### config.mk
export PLATFORM = sky130hd
export DESIGN_NAME = json_string_unescape_cesu8_unit_flat
export DESIGN_NICKNAME = d
export VERILOG_FILES = /design/src/jsu_pkg.sv /design/src/jsu_byte_if.sv /design/src/jsu_result_if.sv /design/src/jsu_decode.sv /design/src/jsu_serial.sv /design/src/json_string_unescape_cesu8_unit.sv /design/src/flat_wrapper.sv
export SDC_FILE = /design/constraint.sdc
export NUM_CORES = 1
export LEC_CHECK = 0
export BUFFER_PORTS_ARGS = -buffer_cell sky130_fd_sc_hd__buf_2
export CORE_MARGIN = 1
export CORE_UTILIZATION = 55
export DETAILED_ROUTE_END_ITERATION = 10
export PLACE_DENSITY_LB_ADDON = 0.15
export SYNTH_ARGS = -nofsm -noshare
export SYNTH_HDL_FRONTEND = slang
export SYNTH_HIERARCHICAL = 1
export SYNTH_SLANG_ARGS = --single-unit
### constraint.sdc
create_clock -name clk_i -period 13.55 [get_ports clk_i]
set_input_delay 3.3875 -clock clk_i [delete_from_list [all_inputs] [get_ports clk_i]]
set_output_delay 3.3875 -clock clk_i [all_outputs]
set_load 0.01 [all_outputs]
### src/jsu_pkg.sv
// ----------------------------------------------------------------------------
// JSON string unescape package
// Shared types and character codes for the CESU-8 string unescaper.
// ----------------------------------------------------------------------------
package jsu_pkg;

  // Width of the content length counter and of the capacity register.
  localparam int unsigned LenW = 16;

  localparam logic [LenW-1:0] CapReset = 16'd256;

  // Bytes that the scanner treats specially outside of an escape.
  localparam logic [7:0] ChSpace  = 8'h20;
  localparam logic [7:0] ChTab    = 8'h09;
  localparam logic [7:0] ChBslash = 8'h5c;

  // Phase of the string scanner.
  typedef enum logic [1:0] {
    PH_IDLE   = 2'd0,
    PH_STRING = 2'd1,
    PH_ESCAPE = 2'd2,
    PH_HEX    = 2'd3
  } phase_e;

  // All results caused by one source byte, emitted in order data[0], data[1], ...
  typedef struct packed {
    logic [1:0]      cnt;
    logic [2:0][7:0] data;
    logic            byte_valid;
    logic            string_done;
    logic            truncated;
    logic            bad_hex;
  } group_t;

endpackage

### src/jsu_byte_if.sv
// ----------------------------------------------------------------------------
// Source byte channel
// Valid/ready channel carrying one raw source byte per transaction.
// ----------------------------------------------------------------------------
interface jsu_byte_if;
  logic       valid;
  logic       ready;
  logic [7:0] in_byte;

  modport source (output valid, output in_byte, input ready);
  modport sink   (input valid, input in_byte, output ready);
endinterface

### src/jsu_result_if.sv
// ----------------------------------------------------------------------------
// Result channel
// Valid/ready channel carrying one decoded result per transaction.
// ----------------------------------------------------------------------------
interface jsu_result_if;
  logic       valid;
  logic       ready;
  logic [7:0] out_byte;
  logic       byte_valid;
  logic       string_done;
  logic       truncated;
  logic       bad_hex;
  logic       last;

  modport source (output valid, output out_byte, output byte_valid, output string_done,
                  output truncated, output bad_hex, output last, input ready);
  modport sink   (input valid, input out_byte, input byte_valid, input string_done,
                  input truncated, input bad_hex, input last, output ready);
endinterface

### src/jsu_decode.sv
// ----------------------------------------------------------------------------
// JSON string decoder
// Scanner state, escape and hex handling, CESU-8 encoding and capacity check.
// ----------------------------------------------------------------------------
module jsu_decode (
  input  logic                        clk_i,
  input  logic                        rst_ni,
  input  logic                        cfg_we_i,
  input  logic [jsu_pkg::LenW-1:0]    cfg_wdata_i,
  input  logic                        accept_i,
  input  logic [7:0]                  in_byte_i,
  output jsu_pkg::group_t             group_o
);

  jsu_pkg::phase_e             phase_q, phase_d;
  logic [7:0]                  delim_q, delim_d;
  logic [1:0]                  seen_q, seen_d;
  logic [15:0]                 cp_q, cp_d;
  logic [jsu_pkg::LenW-1:0]    written_q, written_d;
  logic                        ovf_q, ovf_d;
  logic [jsu_pkg::LenW-1:0]    cap_q;

  logic                        blank;
  logic [3:0]                  hex_v;
  logic                        hex_bad;
  logic [15:0]                 cp_new;
  logic                        emit_req;
  logic                        emit_bad;
  logic [1:0]                  emit_n;
  logic [2:0][7:0]             emit_data;
  logic [jsu_pkg::LenW-1:0]    limit;
  logic [jsu_pkg::LenW:0]      sum;
  jsu_pkg::group_t             grp;

  assign blank  = (in_byte_i == jsu_pkg::ChSpace) || (in_byte_i == jsu_pkg::ChTab);
  assign cp_new = {cp_q[11:0], hex_v};
  assign limit  = (cap_q == '0) ? '0 : cap_q - 1'b1;

  always_comb begin
    hex_v   = 4'h0;
    hex_bad = 1'b0;
    if (in_byte_i inside {[8'h30:8'h39]}) begin
      hex_v = in_byte_i[3:0];
    end else if (in_byte_i inside {[8'h41:8'h46], [8'h61:8'h66]}) begin
      hex_v = in_byte_i[3:0] + 4'd9;
    end else begin
      hex_bad = 1'b1;
    end
  end

  // Next phase.
  always_comb begin
    phase_d = phase_q;
    case (phase_q)
      jsu_pkg::PH_IDLE: begin
        if (!blank) phase_d = jsu_pkg::PH_STRING;
      end
      jsu_pkg::PH_STRING: begin
        if (in_byte_i == delim_q) phase_d = jsu_pkg::PH_IDLE;
        else if (in_byte_i == jsu_pkg::ChBslash) phase_d = jsu_pkg::PH_ESCAPE;
      end
      jsu_pkg::PH_ESCAPE: begin
        if (in_byte_i == "u") phase_d = jsu_pkg::PH_HEX;
        else phase_d = jsu_pkg::PH_STRING;
      end
      jsu_pkg::PH_HEX: begin
        if (seen_q == 2'd3) phase_d = jsu_pkg::PH_STRING;
      end
      default: phase_d = jsu_pkg::PH_IDLE;
    endcase
  end

  // Datapath and results.
  always_comb begin
    delim_d   = delim_q;
    seen_d    = seen_q;
    cp_d      = cp_q;
    written_d = written_q;
    ovf_d     = ovf_q;
    grp       = '0;
    emit_req  = 1'b0;
    emit_bad  = 1'b0;
    emit_n    = 2'd1;
    emit_data = '0;
    sum       = '0;
    case (phase_q)
      jsu_pkg::PH_IDLE: begin
        if (!blank) begin
          delim_d   = in_byte_i;
          written_d = '0;
          ovf_d     = 1'b0;
        end
      end
      jsu_pkg::PH_STRING: begin
        if (in_byte_i == delim_q) begin
          grp.cnt         = 2'd1;
          grp.string_done = 1'b1;
          grp.truncated   = ovf_q;
        end else if (in_byte_i != jsu_pkg::ChBslash) begin
          emit_req     = 1'b1;
          emit_data[0] = in_byte_i;
        end
      end
      jsu_pkg::PH_ESCAPE: begin
        emit_req = 1'b1;
        case (in_byte_i)
          8'h22:   emit_data[0] = 8'h22;
          8'h27:   emit_data[0] = 8'h27;
          8'h5c:   emit_data[0] = 8'h5c;
          "b":     emit_data[0] = 8'h08;
          "f":     emit_data[0] = 8'h0c;
          "n":     emit_data[0] = 8'h0a;
          "r":     emit_data[0] = 8'h0d;
          "t":     emit_data[0] = 8'h09;
          "u": begin
            emit_req = 1'b0;
            seen_d   = 2'd0;
            cp_d     = 16'h0000;
          end
          default: emit_req = 1'b0;
        endcase
      end
      jsu_pkg::PH_HEX: begin
        cp_d = cp_new;
        seen_d = seen_q + 2'd1;
        if (seen_q != 2'd3) begin
          if (hex_bad) begin
            grp.cnt     = 2'd1;
            grp.bad_hex = 1'b1;
          end
        end else begin
          emit_req = 1'b1;
          emit_bad = hex_bad;
          if (cp_new <= 16'h007f) begin
            emit_n       = 2'd1;
            emit_data[0] = cp_new[7:0];
          end else if (cp_new <= 16'h07ff) begin
            emit_n       = 2'd2;
            emit_data[0] = {3'b110, cp_new[10:6]};
            emit_data[1] = {2'b10, cp_new[5:0]};
          end else begin
            emit_n       = 2'd3;
            emit_data[0] = {4'b1110, cp_new[15:12]};
            emit_data[1] = {2'b10, cp_new[11:6]};
            emit_data[2] = {2'b10, cp_new[5:0]};
          end
        end
      end
      default: ;
    endcase

    // A multi-byte sequence is written whole or not at all.
    if (emit_req) begin
      sum = {1'b0, written_q} + {{(jsu_pkg::LenW-1){1'b0}}, emit_n};
      if (sum <= {1'b0, limit}) begin
        grp.cnt        = emit_n;
        grp.data       = emit_data;
        grp.byte_valid = 1'b1;
        grp.bad_hex    = emit_bad;
        written_d      = sum[jsu_pkg::LenW-1:0];
      end else begin
        grp.cnt       = 2'd1;
        grp.truncated = 1'b1;
        grp.bad_hex   = emit_bad;
        ovf_d         = 1'b1;
      end
    end
  end

  assign group_o = grp;

  always_ff @(posedge clk_i or negedge rst_ni) begin
    if (!rst_ni) begin
      phase_q   <= jsu_pkg::PH_IDLE;
      delim_q   <= '0;
      seen_q    <= '0;
      cp_q      <= '0;
      written_q <= '0;
      ovf_q     <= 1'b0;
      cap_q     <= jsu_pkg::CapReset;
    end else begin
      if (cfg_we_i) cap_q <= cfg_wdata_i;
      if (accept_i) begin
        phase_q   <= phase_d;
        delim_q   <= delim_d;
        seen_q    <= seen_d;
        cp_q      <= cp_d;
        written_q <= written_d;
        ovf_q     <= ovf_d;
      end
    end
  end

endmodule

### src/jsu_serial.sv
// ----------------------------------------------------------------------------
// Result serializer
// Holds the results of one source byte and presents them one per cycle while the sink is ready.
// ----------------------------------------------------------------------------
module jsu_serial (
  input  logic               clk_i,
  input  logic               rst_ni,
  input  logic               accept_i,
  input  jsu_pkg::group_t    group_i,
  output logic               load_ok_o,
  jsu_result_if.source       out_o
);

  jsu_pkg::group_t grp_q;
  logic [1:0]      idx_q;
  logic            valid_q;
  logic            is_last;
  logic            take;

  assign is_last   = (idx_q == grp_q.cnt - 2'd1);
  assign take      = valid_q && out_o.ready;
  // The buffer can be refilled when it is empty or once its final result leaves in this cycle.
  assign load_ok_o = !valid_q || (take && is_last);

  assign out_o.valid       = valid_q;
  assign out_o.out_byte    = grp_q.data[idx_q];
  assign out_o.byte_valid  = grp_q.byte_valid;
  assign out_o.string_done = grp_q.string_done;
  assign out_o.truncated   = grp_q.truncated;
  assign out_o.bad_hex     = grp_q.bad_hex;
  assign out_o.last        = is_last;

  always_ff @(posedge clk_i or negedge rst_ni) begin
    if (!rst_ni) begin
      valid_q <= 1'b0;
      idx_q   <= '0;
    end else begin
      if (accept_i && (group_i.cnt != 2'd0)) begin
        valid_q <= 1'b1;
        idx_q   <= '0;
      end else if (take && is_last) begin
        valid_q <= 1'b0;
      end else if (take) begin
        idx_q <= idx_q + 2'd1;
      end
    end
  end

  always_ff @(posedge clk_i) begin
    if (accept_i && (group_i.cnt != 2'd0)) grp_q <= group_i;
  end

endmodule

### src/json_string_unescape_cesu8_unit.sv
// ----------------------------------------------------------------------------
// JSON string unescaper with CESU-8 output
// The first result of a source byte is offered in the cycle after its transaction.
// Throughput: one source byte per cycle while the sink is ready; a byte that decodes to two or three
// results holds the input while the result buffer drains.
// Reset: asynchronous, active low; scanner returns to idle and capacity to 256.
// ----------------------------------------------------------------------------
module json_string_unescape_cesu8_unit (
  input  logic                      clk_i,
  input  logic                      rst_ni,
  input  logic                      cfg_we_i,
  input  logic [jsu_pkg::LenW-1:0]  cfg_wdata_i,
  jsu_byte_if.sink                  in_i,
  jsu_result_if.source              out_o
);

  // The decoder holds all scanner state and turns each source byte into a
  // group of zero to three results in one combinational pass. The serializer
  // registers that group and hands the results out one transaction at a time.
  jsu_pkg::group_t group;
  logic            load_ok;
  logic            accept;

  // A new source byte is taken whenever the result buffer is empty or its
  // final result is being taken in this same cycle, so the input waits only
  // until the last result of the held group is taken.
  assign in_i.ready = load_ok;
  assign accept     = in_i.valid && load_ok;

  jsu_decode u_decode (
    .clk_i       (clk_i),
    .rst_ni      (rst_ni),
    .cfg_we_i    (cfg_we_i),
    .cfg_wdata_i (cfg_wdata_i),
    .accept_i    (accept),
    .in_byte_i   (in_i.in_byte),
    .group_o     (group)
  );

  jsu_serial u_serial (
    .clk_i     (clk_i),
    .rst_ni    (rst_ni),
    .accept_i  (accept),
    .group_i   (group),
    .load_ok_o (load_ok),
    .out_o     (out_o)
  );

  // A byte is only accepted when no earlier result would be overwritten.
  a_no_overwrite: assert property (@(posedge clk_i) disable iff (!rst_ni)
    accept |-> (!out_o.valid || (out_o.ready && out_o.last)))
    else $error("source byte accepted over a pending result");

  // The closing result carries no content and ends its group.
  a_done_alone: assert property (@(posedge clk_i) disable iff (!rst_ni)
    (out_o.valid && out_o.string_done) |-> (out_o.last && !out_o.byte_valid))
    else $error("string end result malformed");

  // Content never appears on the same result as truncation or the string end.
  a_trunc_no_byte: assert property (@(posedge clk_i) disable iff (!rst_ni)
    (out_o.valid && out_o.byte_valid) |-> (!out_o.truncated && !out_o.string_done))
    else $error("content byte flagged as dropped");

  // A result held back by the sink keeps its content unchanged.
  a_hold_group: assert property (@(posedge clk_i) disable iff (!rst_ni)
    (out_o.valid && !out_o.ready) |=> (out_o.valid && $stable(out_o.out_byte)))
    else $error("stalled result changed");

endmodule
### src/flat_wrapper.sv
// flat-port wrapper written by rule: the top's interface ports become plain ports
module json_string_unescape_cesu8_unit_flat 
  (clk_i, rst_ni, cfg_we_i, cfg_wdata_i, in_i_valid, in_i_in_byte, in_i_ready, out_o_valid, out_o_out_byte, out_o_byte_valid, out_o_string_done, out_o_truncated, out_o_bad_hex, out_o_last, out_o_ready);
  jsu_byte_if in_i_i ();
  jsu_result_if out_o_i ();
  input  logic clk_i;
  input  logic rst_ni;
  input  logic cfg_we_i;
  input  logic [jsu_pkg::LenW-1:0] cfg_wdata_i;
  input wire logic [$bits(in_i_i.valid)-1:0] in_i_valid;
  input wire logic [$bits(in_i_i.in_byte)-1:0] in_i_in_byte;
  output wire logic [$bits(in_i_i.ready)-1:0] in_i_ready;
  output wire logic [$bits(out_o_i.valid)-1:0] out_o_valid;
  output wire logic [$bits(out_o_i.out_byte)-1:0] out_o_out_byte;
  output wire logic [$bits(out_o_i.byte_valid)-1:0] out_o_byte_valid;
  output wire logic [$bits(out_o_i.string_done)-1:0] out_o_string_done;
  output wire logic [$bits(out_o_i.truncated)-1:0] out_o_truncated;
  output wire logic [$bits(out_o_i.bad_hex)-1:0] out_o_bad_hex;
  output wire logic [$bits(out_o_i.last)-1:0] out_o_last;
  input wire logic [$bits(out_o_i.ready)-1:0] out_o_ready;
  assign in_i_i.valid = in_i_valid;
  assign in_i_i.in_byte = in_i_in_byte;
  assign in_i_ready = in_i_i.ready;
  assign out_o_valid = out_o_i.valid;
  assign out_o_out_byte = out_o_i.out_byte;
  assign out_o_byte_valid = out_o_i.byte_valid;
  assign out_o_string_done = out_o_i.string_done;
  assign out_o_truncated = out_o_i.truncated;
  assign out_o_bad_hex = out_o_i.bad_hex;
  assign out_o_last = out_o_i.last;
  assign out_o_i.ready = out_o_ready;
  json_string_unescape_cesu8_unit u_core (.clk_i(clk_i), .rst_ni(rst_ni), .cfg_we_i(cfg_we_i), .cfg_wdata_i(cfg_wdata_i), .in_i(in_i_i), .out_o(out_o_i));
endmodule
==> results_dict.tcl, run 1 <==
set metrics [dict create \
    run_status "complete, no violations" \
    timing.final.max_slew_violations 0 \
    filler_cell_count 864 \
    grt_pass1_wl_um 20200 \
    placeableCoreArea_mm2 0.00995 \
    report.final.setup_viol 0 \
    cp.arrival_ns 4.13 \
    fraction_of_registers_with_async_set_or_reset_after_synthesis_pct 66.7 \
    cpMaxStageDelayCell "sky130_fd_sc_hd__or3_1" \
    cts_htree_levels 3 \
    r2r-start "u_core/u_decode/cp_q[10]" \
    synth_seq_area_share_pct 41.9 \
    worst-r2r-cell-count 24 \
    hold_path_cells 2 \
    io_pins 44 \
    netlist-cell-type-count 75 \
    flow.area_growth_from_synthesis_pct 6.85 \
    holdCritStartpoint "u_core/u_decode/seen_q[1]" \
    power_per_cell_area_mw_per_mm2 133 \
    syn-instance-count 588 \
    max_freq_ghz 0.133 \
    post_synth.cell_area_avg_um2 9.75 \
    report.final.hold_viol_count 0 \
    die_x_um 104 \
    routed_wire_length_um 12300 \
    post-place-ws_ns 5.74 \
    dpl.hpwl_um 9070 \
    track_usage_pct 23.4 \
    worst_r2r_endpoint "u_core/u_serial/out_o.valid" \
    grt_pass1_vias 4064 \
    numClockSinks 90 \
    worst_setup_start_kind "input pin" \
    critPathMaxStageDelay_ns 0.34 \
    floorplan.die_area_mm2 0.0108 \
    report.power.total_mw 0.815 \
    dominantRegCellSynth "sky130_fd_sc_hd__dfrtp_1" \
    power.ir.vdd_worst_mv 0.102 \
    critPathMostFrequentCell "sky130_fd_sc_hd__buf_2" \
    route.detailed.vias_per_inst 5.81 \
    slew-limit-headroom_pct 22.8 \
    cap_viol_max_count 0 \
    placed_cells_incl_taps 737 \
    drt_pass1_iterations 4 \
    postCtsSetupRepairBufs 0 \
    static-leakage-power_nw 2.60 \
    synth-edff-count 30 \
    timing_worst_setup_path_type "in -> out" \
    grt_max_degree 61 \
    clk_pin_slew_ns 0.09 \
    final.setup.tns_ns 0 \
    cts.hold.buffers_added 0 \
    drt_first_iter_violations 307 \
    wl_per_cell_um 16.3 \
    antenna_found_initial 0 \
    critical_path.max_fanout 4 \
    timing.clock.skew_ns 0.0126 \
    nNetsFinal 675 \
    root_buffer "sky130_fd_sc_hd__clkbuf_8" \
    gp_congestion 0.877 \
    grt-ovfl-total 0 \
    finalWorstPathRequiredPeriod_ns 7.52 \
    synth.cell_area_mm2 0.00573 \
    hp-class "reg -> reg" \
    post_layout_nonfiller_instances 753 \
    die_h_um 104 \
    clk-insertion-delay-late_ns 0.36 \
    post_cts_resized 0 \
    period_share_pct 55.5 \
    critical_path.endpoint_type "primary output" \
    tightest_slew_ns 1.15 \
    portBuffers 43 \
    critical_path_required_ns 10.16 \
    max-clock-path-buffers 2 \
    grt_setup_unrepaired "false" \
    ant_nets 0 \
    antennaDiodeCount 0 \
    worstHoldEndpoint "u_core/u_decode/seen_q[1]" \
    ys_ff_latch 90 \
    vias 4374 \
    reg2reg_setup_slack_ns 6.25 \
    layout-drive-gt1-share_pct 18.2 \
    postLayoutSetupSlackWorst_ns 6.03 \
    floorplan.initialDensity_pct 57.6 \
    path_cells "buf_2 > nand2_1 > or3_1 > nand3_1 > buf_2" \
    cts_inserted_buffers 9 \
    tritoncts "yes" \
    drt_drc_violations_left 0 \
    synthesis_warning_total 6 \
    row_count 36 \
]
layout make-up:
class	instances	area, um2	share of cell area (%)
Inverter	16	60.1	0.980
Multi-Input combinational cell	452	3090	50.4
Sequential cell	90	2400	39.2
Tap cell	133	166	2.72
Clock buffer	10	128	2.08
Clock inverter	6	41.3	0.674
Timing Repair Buffer	46	238	3.88
metal layers:
| layer | global-route usage, % | vias to the layer above | share of wire (%) |
|---|---|---|---|
| li1 | - | 2162 | - |
| met1 | 35.3 | 2089 | 51 |
| met2 | 34.8 | 111 | 44 |
| met3 | 3.45 | 12 | 4.5 |
| met4 | 6.94 | 0 | 0.91 |
| met5 | 0 | - | 0 |
kinds of logic after synthesis:
logic type,after synthesis,synth area share (%)
buf+inv,47,4.26
flops,90,41.9
fa+ha+maj,31,6.90
other cells,1,0.0654
compound gates,131,16.5
simple gates,219,18.7
xor+xnor,34,5.19
mux,35,6.55
cell usage in the layout (no fill, tap or decap), types with 3 or more instances in the layout:
master and count:
sky130_fd_sc_hd__nand2_1 100, sky130_fd_sc_hd__dfrtp_1 59, sky130_fd_sc_hd__buf_2 43, sky130_fd_sc_hd__nor2_1 37, sky130_fd_sc_hd__o21ai_0 32, sky130_fd_sc_hd__ha_1 30, sky130_fd_sc_hd__edfxtp_1 30, sky130_fd_sc_hd__a21oi_1 24
sky130_fd_sc_hd__xor2_1 22, sky130_fd_sc_hd__mux2_2 20, sky130_fd_sc_hd__inv_1 15, sky130_fd_sc_hd__mux2i_1 15, sky130_fd_sc_hd__nor3_1 13, sky130_fd_sc_hd__xnor2_1 12, sky130_fd_sc_hd__a31o_1 11, sky130_fd_sc_hd__nand3_1 10
sky130_fd_sc_hd__o21ai_1 10, sky130_fd_sc_hd__a21oi_2 10, sky130_fd_sc_hd__clkbuf_8 9, sky130_fd_sc_hd__nand2b_1 8, sky130_fd_sc_hd__nor2b_1 8, sky130_fd_sc_hd__and3_1 8, sky130_fd_sc_hd__nand4_1 7, sky130_fd_sc_hd__nor4_1 6
sky130_fd_sc_hd__a22oi_1 5, sky130_fd_sc_hd__a31o_2 4, sky130_fd_sc_hd__and2_1 3, sky130_fd_sc_hd__buf_4 3, sky130_fd_sc_hd__and4_1 3, sky130_fd_sc_hd__a31oi_1 3
metrics by stage:
step,utilization [%],hold slack (ns),area [um2]
floorplan,-,0.454,5740
global placement,59.8,0.469,5960
detailed placement,59.8,0.488,5960
CTS,61.5,0.510,6130
global route,61.5,0.540,6130
finish,61.5,0.503,6130
critical path, delay by kind of cell:
kind | cells | cell delay [ns]
buffers and inverters | 2 | 0.24
AND/OR/NAND/NOR | 3 | 0.49
sequential cells by signal, indices dropped and copies added, names as in the netlist, 2 cells and up:
signal	flops
u_core/u_decode/cap_q	16
u_core/u_decode/cp_q	12
u_core/u_decode/delim_q	8
u_core/u_decode/phase_q	2
u_core/u_decode/seen_q	2
u_core/u_decode/written_q	16
u_core/u_serial/grp_q	26
u_core/u_serial/idx_q	2
cell usage after synthesis (7+ instances only):
master                     number  area, um2
sky130_fd_sc_hd__o21ai_1       10       50.1
sky130_fd_sc_hd__a21oi_2       10       87.6
sky130_fd_sc_hd__nor2b_1        8       50.1
sky130_fd_sc_hd__nor3_1        13       65.1
sky130_fd_sc_hd__inv_1         15       56.3
sky130_fd_sc_hd__and3_1         8       50.1
sky130_fd_sc_hd__o21ai_0       32        160
sky130_fd_sc_hd__mux2_2        20        225
sky130_fd_sc_hd__a21oi_1       24        120
sky130_fd_sc_hd__nand3_1       10       50.1
sky130_fd_sc_hd__xnor2_1       12        105
sky130_fd_sc_hd__dfrtp_1       59       1480
sky130_fd_sc_hd__a31o_1        11       96.3
sky130_fd_sc_hd__nor2_1        37        139
sky130_fd_sc_hd__xor2_1        22        193
sky130_fd_sc_hd__edfxtp_1      30        901
sky130_fd_sc_hd__nand4_1        7       43.8
sky130_fd_sc_hd__nand2b_1       8       50.1
sky130_fd_sc_hd__mux2i_1       15        150
sky130_fd_sc_hd__ha_1          30        375
sky130_fd_sc_hd__nand2_1      100        375
sky130_fd_sc_hd__clkbuf_1      15       56.3
where the power goes:
group | switching [mW] | internal (mW)
clock | 0.0953 | 0.0671
sequential | 0.0412 | 0.332
combinational | 0.174 | 0.105
total | 0.311 | 0.504
worst max path at each step:
stage | start | endpoint | slack, ns | cells past startpoint
after floorplan | out_o_ready | in_i_ready | 6.28 | 3
after global placement | in_i_in_byte[0] | u_core/u_serial/out_o.valid | 5.94 | 14
after detailed placement | in_i_in_byte[0] | u_core/u_serial/out_o.valid | 5.74 | 14
after CTS | out_o_ready | in_i_ready | 6.04 | 5
after global routing | u_core/u_decode/cp_q[10] | u_core/u_serial/out_o.valid | 5.63 | 24
final | out_o_ready | in_i_ready | 6.03 | 5
Power figures use the tool's default switching activity.
==> inputs of run 2 (changes only) <==
==> constraint.sdc (replaced) <==
create_clock -name clk_i -period 6.8 [get_ports clk_i]
set_input_delay 1.7 -clock clk_i [delete_from_list [all_inputs] [get_ports clk_i]]
set_output_delay 1.7 -clock clk_i [all_outputs]
set_load 0.01 [all_outputs]
==> run 2 against run 1 <==
Die area stayed put; non-clock buffer count is 7 higher; global-route usage is 0.88 points higher; combinational power is 110% higher; largest cell class unchanged; via count is 1.3% higher; routed wire length is 0.19% higher; final cell count is 0.93% higher.
==> results_dict.tcl, run 2 (synthesis results as in run 1) <==
set metrics [dict create \
    floorplan.initialDensity_pct 57.6 \
    placeableCoreArea_mm2 0.00995 \
    critical_path.max_fanout 20 \
    report.final.setup_viol 0 \
    antennaDiodeCount 0 \
    numClockSinks 90 \
    drt_drc_violations_left 0 \
    clk-insertion-delay-late_ns 0.37 \
    die_x_um 104 \
    report.final.hold_viol_count 0 \
    run_status "complete, no violations" \
    timing_worst_setup_path_type "reg -> reg" \
    timing.clock.skew_ns 0.0176 \
    gp_congestion 0.904 \
    critical_path.endpoint_type "register" \
    placed_cells_incl_taps 744 \
    netSwitchingPower_mw 0.636 \
    hp-class "reg -> reg" \
    power.ir.vdd_worst_mv 0.179 \
    grt_max_degree 61 \
    final.setup.tns_ns 0 \
    clk_pin_slew_ns 0.10 \
    worst_setup_start_kind "register" \
    clkPwrFrac_pct 20.8 \
    tightest_slew_ns 1.19 \
    flow.area_growth_from_synthesis_pct 8.27 \
    hold_path_cells 2 \
    timing.final.max_slew_violations 0 \
    post-place-ws_ns 0.966 \
    internal_power_mw 1.04 \
    route.detailed.vias_per_inst 5.83 \
    floorplan.die_area_mm2 0.0108 \
    postCtsSetupRepairBufs 0 \
    cts_htree_levels 3 \
    max-clock-path-buffers 2 \
    finalWorstPathRequiredPeriod_ns 5.96 \
    die_h_um 104 \
    sw_frac_of_total_pct 38.1 \
    slew-limit-headroom_pct 20.4 \
    grt_setup_unrepaired "false" \
    final_cell_mix "100 x sky130_fd_sc_hd__nand2_1, 59 x sky130_fd_sc_hd__dfrtp_1, 43 x sky130_fd_sc_hd__buf_2" \
    cap_viol_max_count 0 \
    antenna_found_initial 0 \
    io_pins 44 \
    grt_pass1_wl_um 21100 \
    cp.arrival_ns 6.04 \
    vias 4429 \
    worst-r2r-cell-count 25 \
    reg_power_share_pct 44.5 \
    largest-register "u_core/u_serial/grp_q" \
    tritoncts "yes" \
    cpMaxStageDelayCell "sky130_fd_sc_hd__inv_1" \
    nNetsFinal 682 \
    largestRegisters "u_core/u_serial/grp_q (26), u_core/u_decode/cap_q (16), u_core/u_decode/written_q (16)" \
    comb_power_share_pct 34.7 \
    report.power.total_mw 1.67 \
    wl_per_cell_um 16.2 \
    static-leakage-power_nw 2.65 \
    ant_nets 0 \
    drt_pass1_iterations 7 \
    cts.hold.buffers_added 0 \
    critical_path_required_ns 6.87 \
    mostFrequentLayoutCell "sky130_fd_sc_hd__nand2_1" \
    root_buffer "sky130_fd_sc_hd__clkbuf_8" \
    portBuffers 43 \
    max_freq_ghz 0.168 \
    layout-drive-gt1-share_pct 19.5 \
    critPathMaxStageDelay_ns 0.43 \
    post_cts_resized 0 \
    drt_first_iter_violations 331 \
    cts_inserted_buffers 9 \
    post_layout_nonfiller_instances 760 \
    largest_register_ff_count 26 \
    period_share_pct 87.7 \
    final_core_util_pct 62.4 \
    grt_pass1_vias 4206 \
    postLayoutSetupSlackWorst_ns 0.836 \
    grt-ovfl-total 0 \
    dpl.hpwl_um 9080 \
    track_usage_pct 24.3 \
    routed_wire_length_um 12300 \
    power_per_cell_area_mw_per_mm2 269 \
    row_count 36 \
]
==> run 2: cell count changes in the layout (fill, tap and decap cells not counted) <==
cell / delta
sky130_fd_sc_hd__inv_6: +1
sky130_fd_sc_hd__clkinv_1: -1
sky130_fd_sc_hd__clkbuf_8: +1
sky130_fd_sc_hd__buf_12: +1
sky130_fd_sc_hd__clkinv_4: +1
sky130_fd_sc_hd__clkbuf_1: -1
sky130_fd_sc_hd__buf_4: +6
sky130_fd_sc_hd__clkinvlp_4: -1
==> run 2: metal layers <==
metal / share of wire [%] / routed length (um) / vias to the layer above / GRT usage, %
li1: - / - / 2174 / -
met1: 51 / 6260 / 2104 / 37.2
met2: 43 / 5320 / 139 / 35.4
met3: 5.0 / 613 / 12 / 3.76
met4: 1.0 / 127 / 0 / 6.84
met5: 0 / 0 / - / 0
==> run 2: layout make-up <==
cell class	count	area [um2]
fillers	855	3750
multi-input cells	452	3090
flip-flops and latches	90	2400
repair buffers	53	303
well taps	133	166
clock buffers	10	138
inverters	16	60.1
clock inverters	6	47.5
==> run 2: metrics by stage <==
step           hold WS, ns  area [um2]
2_1_floorplan        0.454        5740
3_3_place_gp         0.471        6020
5_1_grt              0.541        6210
6_report             0.504        6210
3_5_place_dp         0.488        6020
4_1_cts              0.512        6210
==> run 2: worst paths after layout <==
path | slack [ns] | startpoint | endpoint
max | 0.84 | u_core/u_decode/cp_q[10] | u_core/u_serial/grp_q[20]
min | 0.50 | u_core/u_decode/seen_q[1] | u_core/u_decode/seen_q[1]
max reg2reg | 0.84 | u_core/u_decode/cp_q[10] | u_core/u_serial/grp_q[20]
min reg2reg | 0.50 | u_core/u_decode/seen_q[1] | u_core/u_decode/seen_q[1]
max in group asynchronous | 4.77 | rst_ni | u_core/u_decode/phase_q[1]
min in group asynchronous | 1.50 | rst_ni | u_core/u_decode/written_q[0]
==> run 2: critical path, delay by kind of cell (launching register included) <==
| kind | cells | cell delay [ns] |
|---|---|---|
| xor+xnor | 1 | 0.21 |
| flops | 1 | 0.41 |
| simple gates | 12 | 2.28 |
| fa+ha+maj | 3 | 0.72 |
| compound gates | 4 | 0.84 |
| buf+inv | 5 | 1.17 |
==> run 2: power groups by stage <==
stage,Clock (mW),Sequential [mW],Combinational [mW]
global route,0.382,0.757,0.645
floorplan,0,0.724,0.453
finish,0.347,0.744,0.581
detailed placement,0,0.756,0.578
global placement,0,0.751,0.567
CTS,0.358,0.744,0.581
==> inputs of run 3 (changes only) <==
==> constraint.sdc (replaced) <==
create_clock -name clk_i -period 6.8 [get_ports clk_i]
set_input_delay 0.68 -clock clk_i [delete_from_list [all_inputs] [get_ports clk_i]]
set_output_delay 0.68 -clock clk_i [all_outputs]
set_load 0.01 [all_outputs]
==> run 3 against run 2 <==
Setup slack better by 0.050 ns; hold slack worse by 0.040 ns; largest power group unchanged; total power up 1.8%; largest cell class unchanged; final cell count down 0.13%; sequential power about the same; via count up 0.38%; sequential cell count unchanged; design area up 0.24%; clock-buffer cell count down 1; critical endpoint is now u_core/u_serial/grp_q[15].
==> results_dict.tcl, run 3 (synthesis results as in run 1) <==
set metrics [dict create \
    sw_frac_of_total_pct 37.7 \
    cts_htree_levels 3 \
    filler_cell_count 851 \
    floorplan.die_area_mm2 0.0108 \
    finalWorstPathRequiredPeriod_ns 5.91 \
    cpMaxStageDelayCell "sky130_fd_sc_hd__dfrtp_1" \
    largest-register "u_core/u_serial/grp_q" \
    critical_path_required_ns 6.89 \
    placeableCoreArea_mm2 0.00995 \
    antenna_found_initial 0 \
    worst_path_dominant_cell_family "simple AND/OR/NAND/NOR gates" \
    timing.final.max_slew_violations 0 \
    critical_path.max_fanout 20 \
    cp.arrival_ns 6.00 \
    final_area_mm2 0.00622 \
    grt_pass1_wl_um 21300 \
    run_status "complete, no violations" \
    internal_power_mw 1.06 \
    critical_path.endpoint_type "register" \
    netSwitchingPower_mw 0.641 \
    clk-insertion-delay-late_ns 0.38 \
    critPathMaxStageDelay_ns 0.42 \
    floorplan.initialDensity_pct 57.6 \
    report.final.setup_viol 0 \
    timing.clock.skew_ns 0.0121 \
    cp.buffers_inverters 5 \
    clkPwrFrac_pct 22.5 \
    power_per_cell_area_mw_per_mm2 274 \
    route.detailed.vias_per_inst 5.86 \
    cap_viol_max_count 0 \
    die_h_um 104 \
    cts.hold.buffers_added 0 \
    row_count 36 \
    track_usage_pct 24.6 \
    grt_max_degree 61 \
    comb_power_share_pct 33.8 \
    final_core_util_pct 62.5 \
    antennaDiodeCount 0 \
    clk_pin_slew_ns 0.10 \
    drt_first_iter_violations 429 \
    die_x_um 104 \
    io_pins 44 \
    postCtsSetupRepairBufs 0 \
    timing_worst_setup_path_type "reg -> reg" \
    reg_power_share_pct 43.7 \
    max-clock-path-buffers 2 \
    grt_pass1_vias 4269 \
    grt-ovfl-total 0 \
    r2r-start "u_core/u_decode/cp_q[11]" \
    wl_per_cell_um 16.3 \
    hold_slack_ns 0.463 \
    final.setup.tns_ns 0 \
    regArea_mm2 0.00240 \
    flow.area_growth_from_synthesis_pct 8.53 \
    report.final.hold_viol_count 0 \
    vias 4446 \
    multi_input_comb_area_mm2 0.00309 \
    max_freq_ghz 0.169 \
    period_share_pct 87.0 \
    largestRegisters "u_core/u_serial/grp_q (26), u_core/u_decode/cap_q (16), u_core/u_decode/written_q (16)" \
    cts_inserted_buffers 9 \
    layout-drive-gt1-share_pct 19.3 \
    placed_cell_area_mm2 0.00601 \
    static-leakage-power_nw 2.65 \
    post_cts_resized 0 \
    portBuffers 43 \
    drt_pass1_iterations 7 \
    tightest_slew_ns 1.16 \
    dpl.hpwl_um 9050 \
    largest_register_ff_count 26 \
    slew-limit-headroom_pct 22.3 \
    tritoncts "yes" \
    nNetsFinal 681 \
    gp_congestion 0.902 \
    hp-class "in -> async" \
    power.ir.vdd_worst_mv 0.143 \
    mostFrequentLayoutCell "sky130_fd_sc_hd__nand2_1" \
    drt_drc_violations_left 0 \
    final_cell_mix "100 x sky130_fd_sc_hd__nand2_1, 59 x sky130_fd_sc_hd__dfrtp_1, 43 x sky130_fd_sc_hd__buf_2" \
    grt_setup_unrepaired "false" \
    worst_setup_path_startpoint "u_core/u_decode/cp_q[11]" \
    worst_setup_start_kind "register" \
    routed_wire_length_um 12400 \
    ant_nets 0 \
    numClockSinks 90 \
    root_buffer "sky130_fd_sc_hd__clkbuf_8" \
]
## run 3: cell types whose count changed in the layout (fill, tap and decap cells not counted)
cell,delta
sky130_fd_sc_hd__buf_4,-1
sky130_fd_sc_hd__bufinv_16,+1
sky130_fd_sc_hd__clkbuf_8,-1
sky130_fd_sc_hd__clkinv_2,-1
sky130_fd_sc_hd__clkinv_4,+1
sky130_fd_sc_hd__inv_6,-1
sky130_fd_sc_hd__inv_8,+1
## run 3: final timing paths
check	endpoint	slack, ns	cells after the start
worst max-delay path	u_core/u_serial/grp_q[15]	0.89	25
worst min-delay path	u_core/u_decode/cp_q[2]	0.46	2
worst max register to register	u_core/u_serial/grp_q[15]	0.89	25
worst min register to register	u_core/u_decode/seen_q[1]	0.51	2
max in group asynchronous	u_core/u_decode/cap_q[1]	5.82	2
min in group clk_i	u_core/u_decode/seen_q[1]	0.51	2
## run 3: stage by stage
| step | cells | setup slack (ns) | total power [mW] |
|---|---|---|---|
| after floorplan | 589 | 1.11 | 1.18 |
| after global placement | 743 | 1.14 | 1.32 |
| after detailed placement | 743 | 0.944 | 1.33 |
| after CTS | 759 | 0.880 | 1.72 |
| after global routing | 759 | 0.247 | 1.82 |
| final | 759 | 0.887 | 1.70 |
## run 3: area by class of cell
cell class	count	area share, %
clock buffer	9	1.99
clock inverter	7	1.35
inverter	16	0.965
multi-input combinational	452	49.6
sequential	90	38.6
tap	133	2.67
timing repair buffer	52	4.75
## run 3: power groups by stage
stage	logic [mW]	registers, mW	clock network [mW]
after floorplan	0.453	0.724	0
after global placement	0.564	0.751	0
after detailed placement	0.576	0.757	0
after CTS	0.579	0.745	0.396
after global routing	0.642	0.757	0.419
final	0.575	0.744	0.384
## run 3: layer usage
metal / track usage (%) / share of wire, % / up-vias
met4: 7.35 / 1.5 / 0
met1: 36.4 / 49 / 2118
met5: 0 / 0 / -
li1: - / - / 2167
met3: 3.45 / 5.4 / 18
met2: 37.4 / 44 / 143
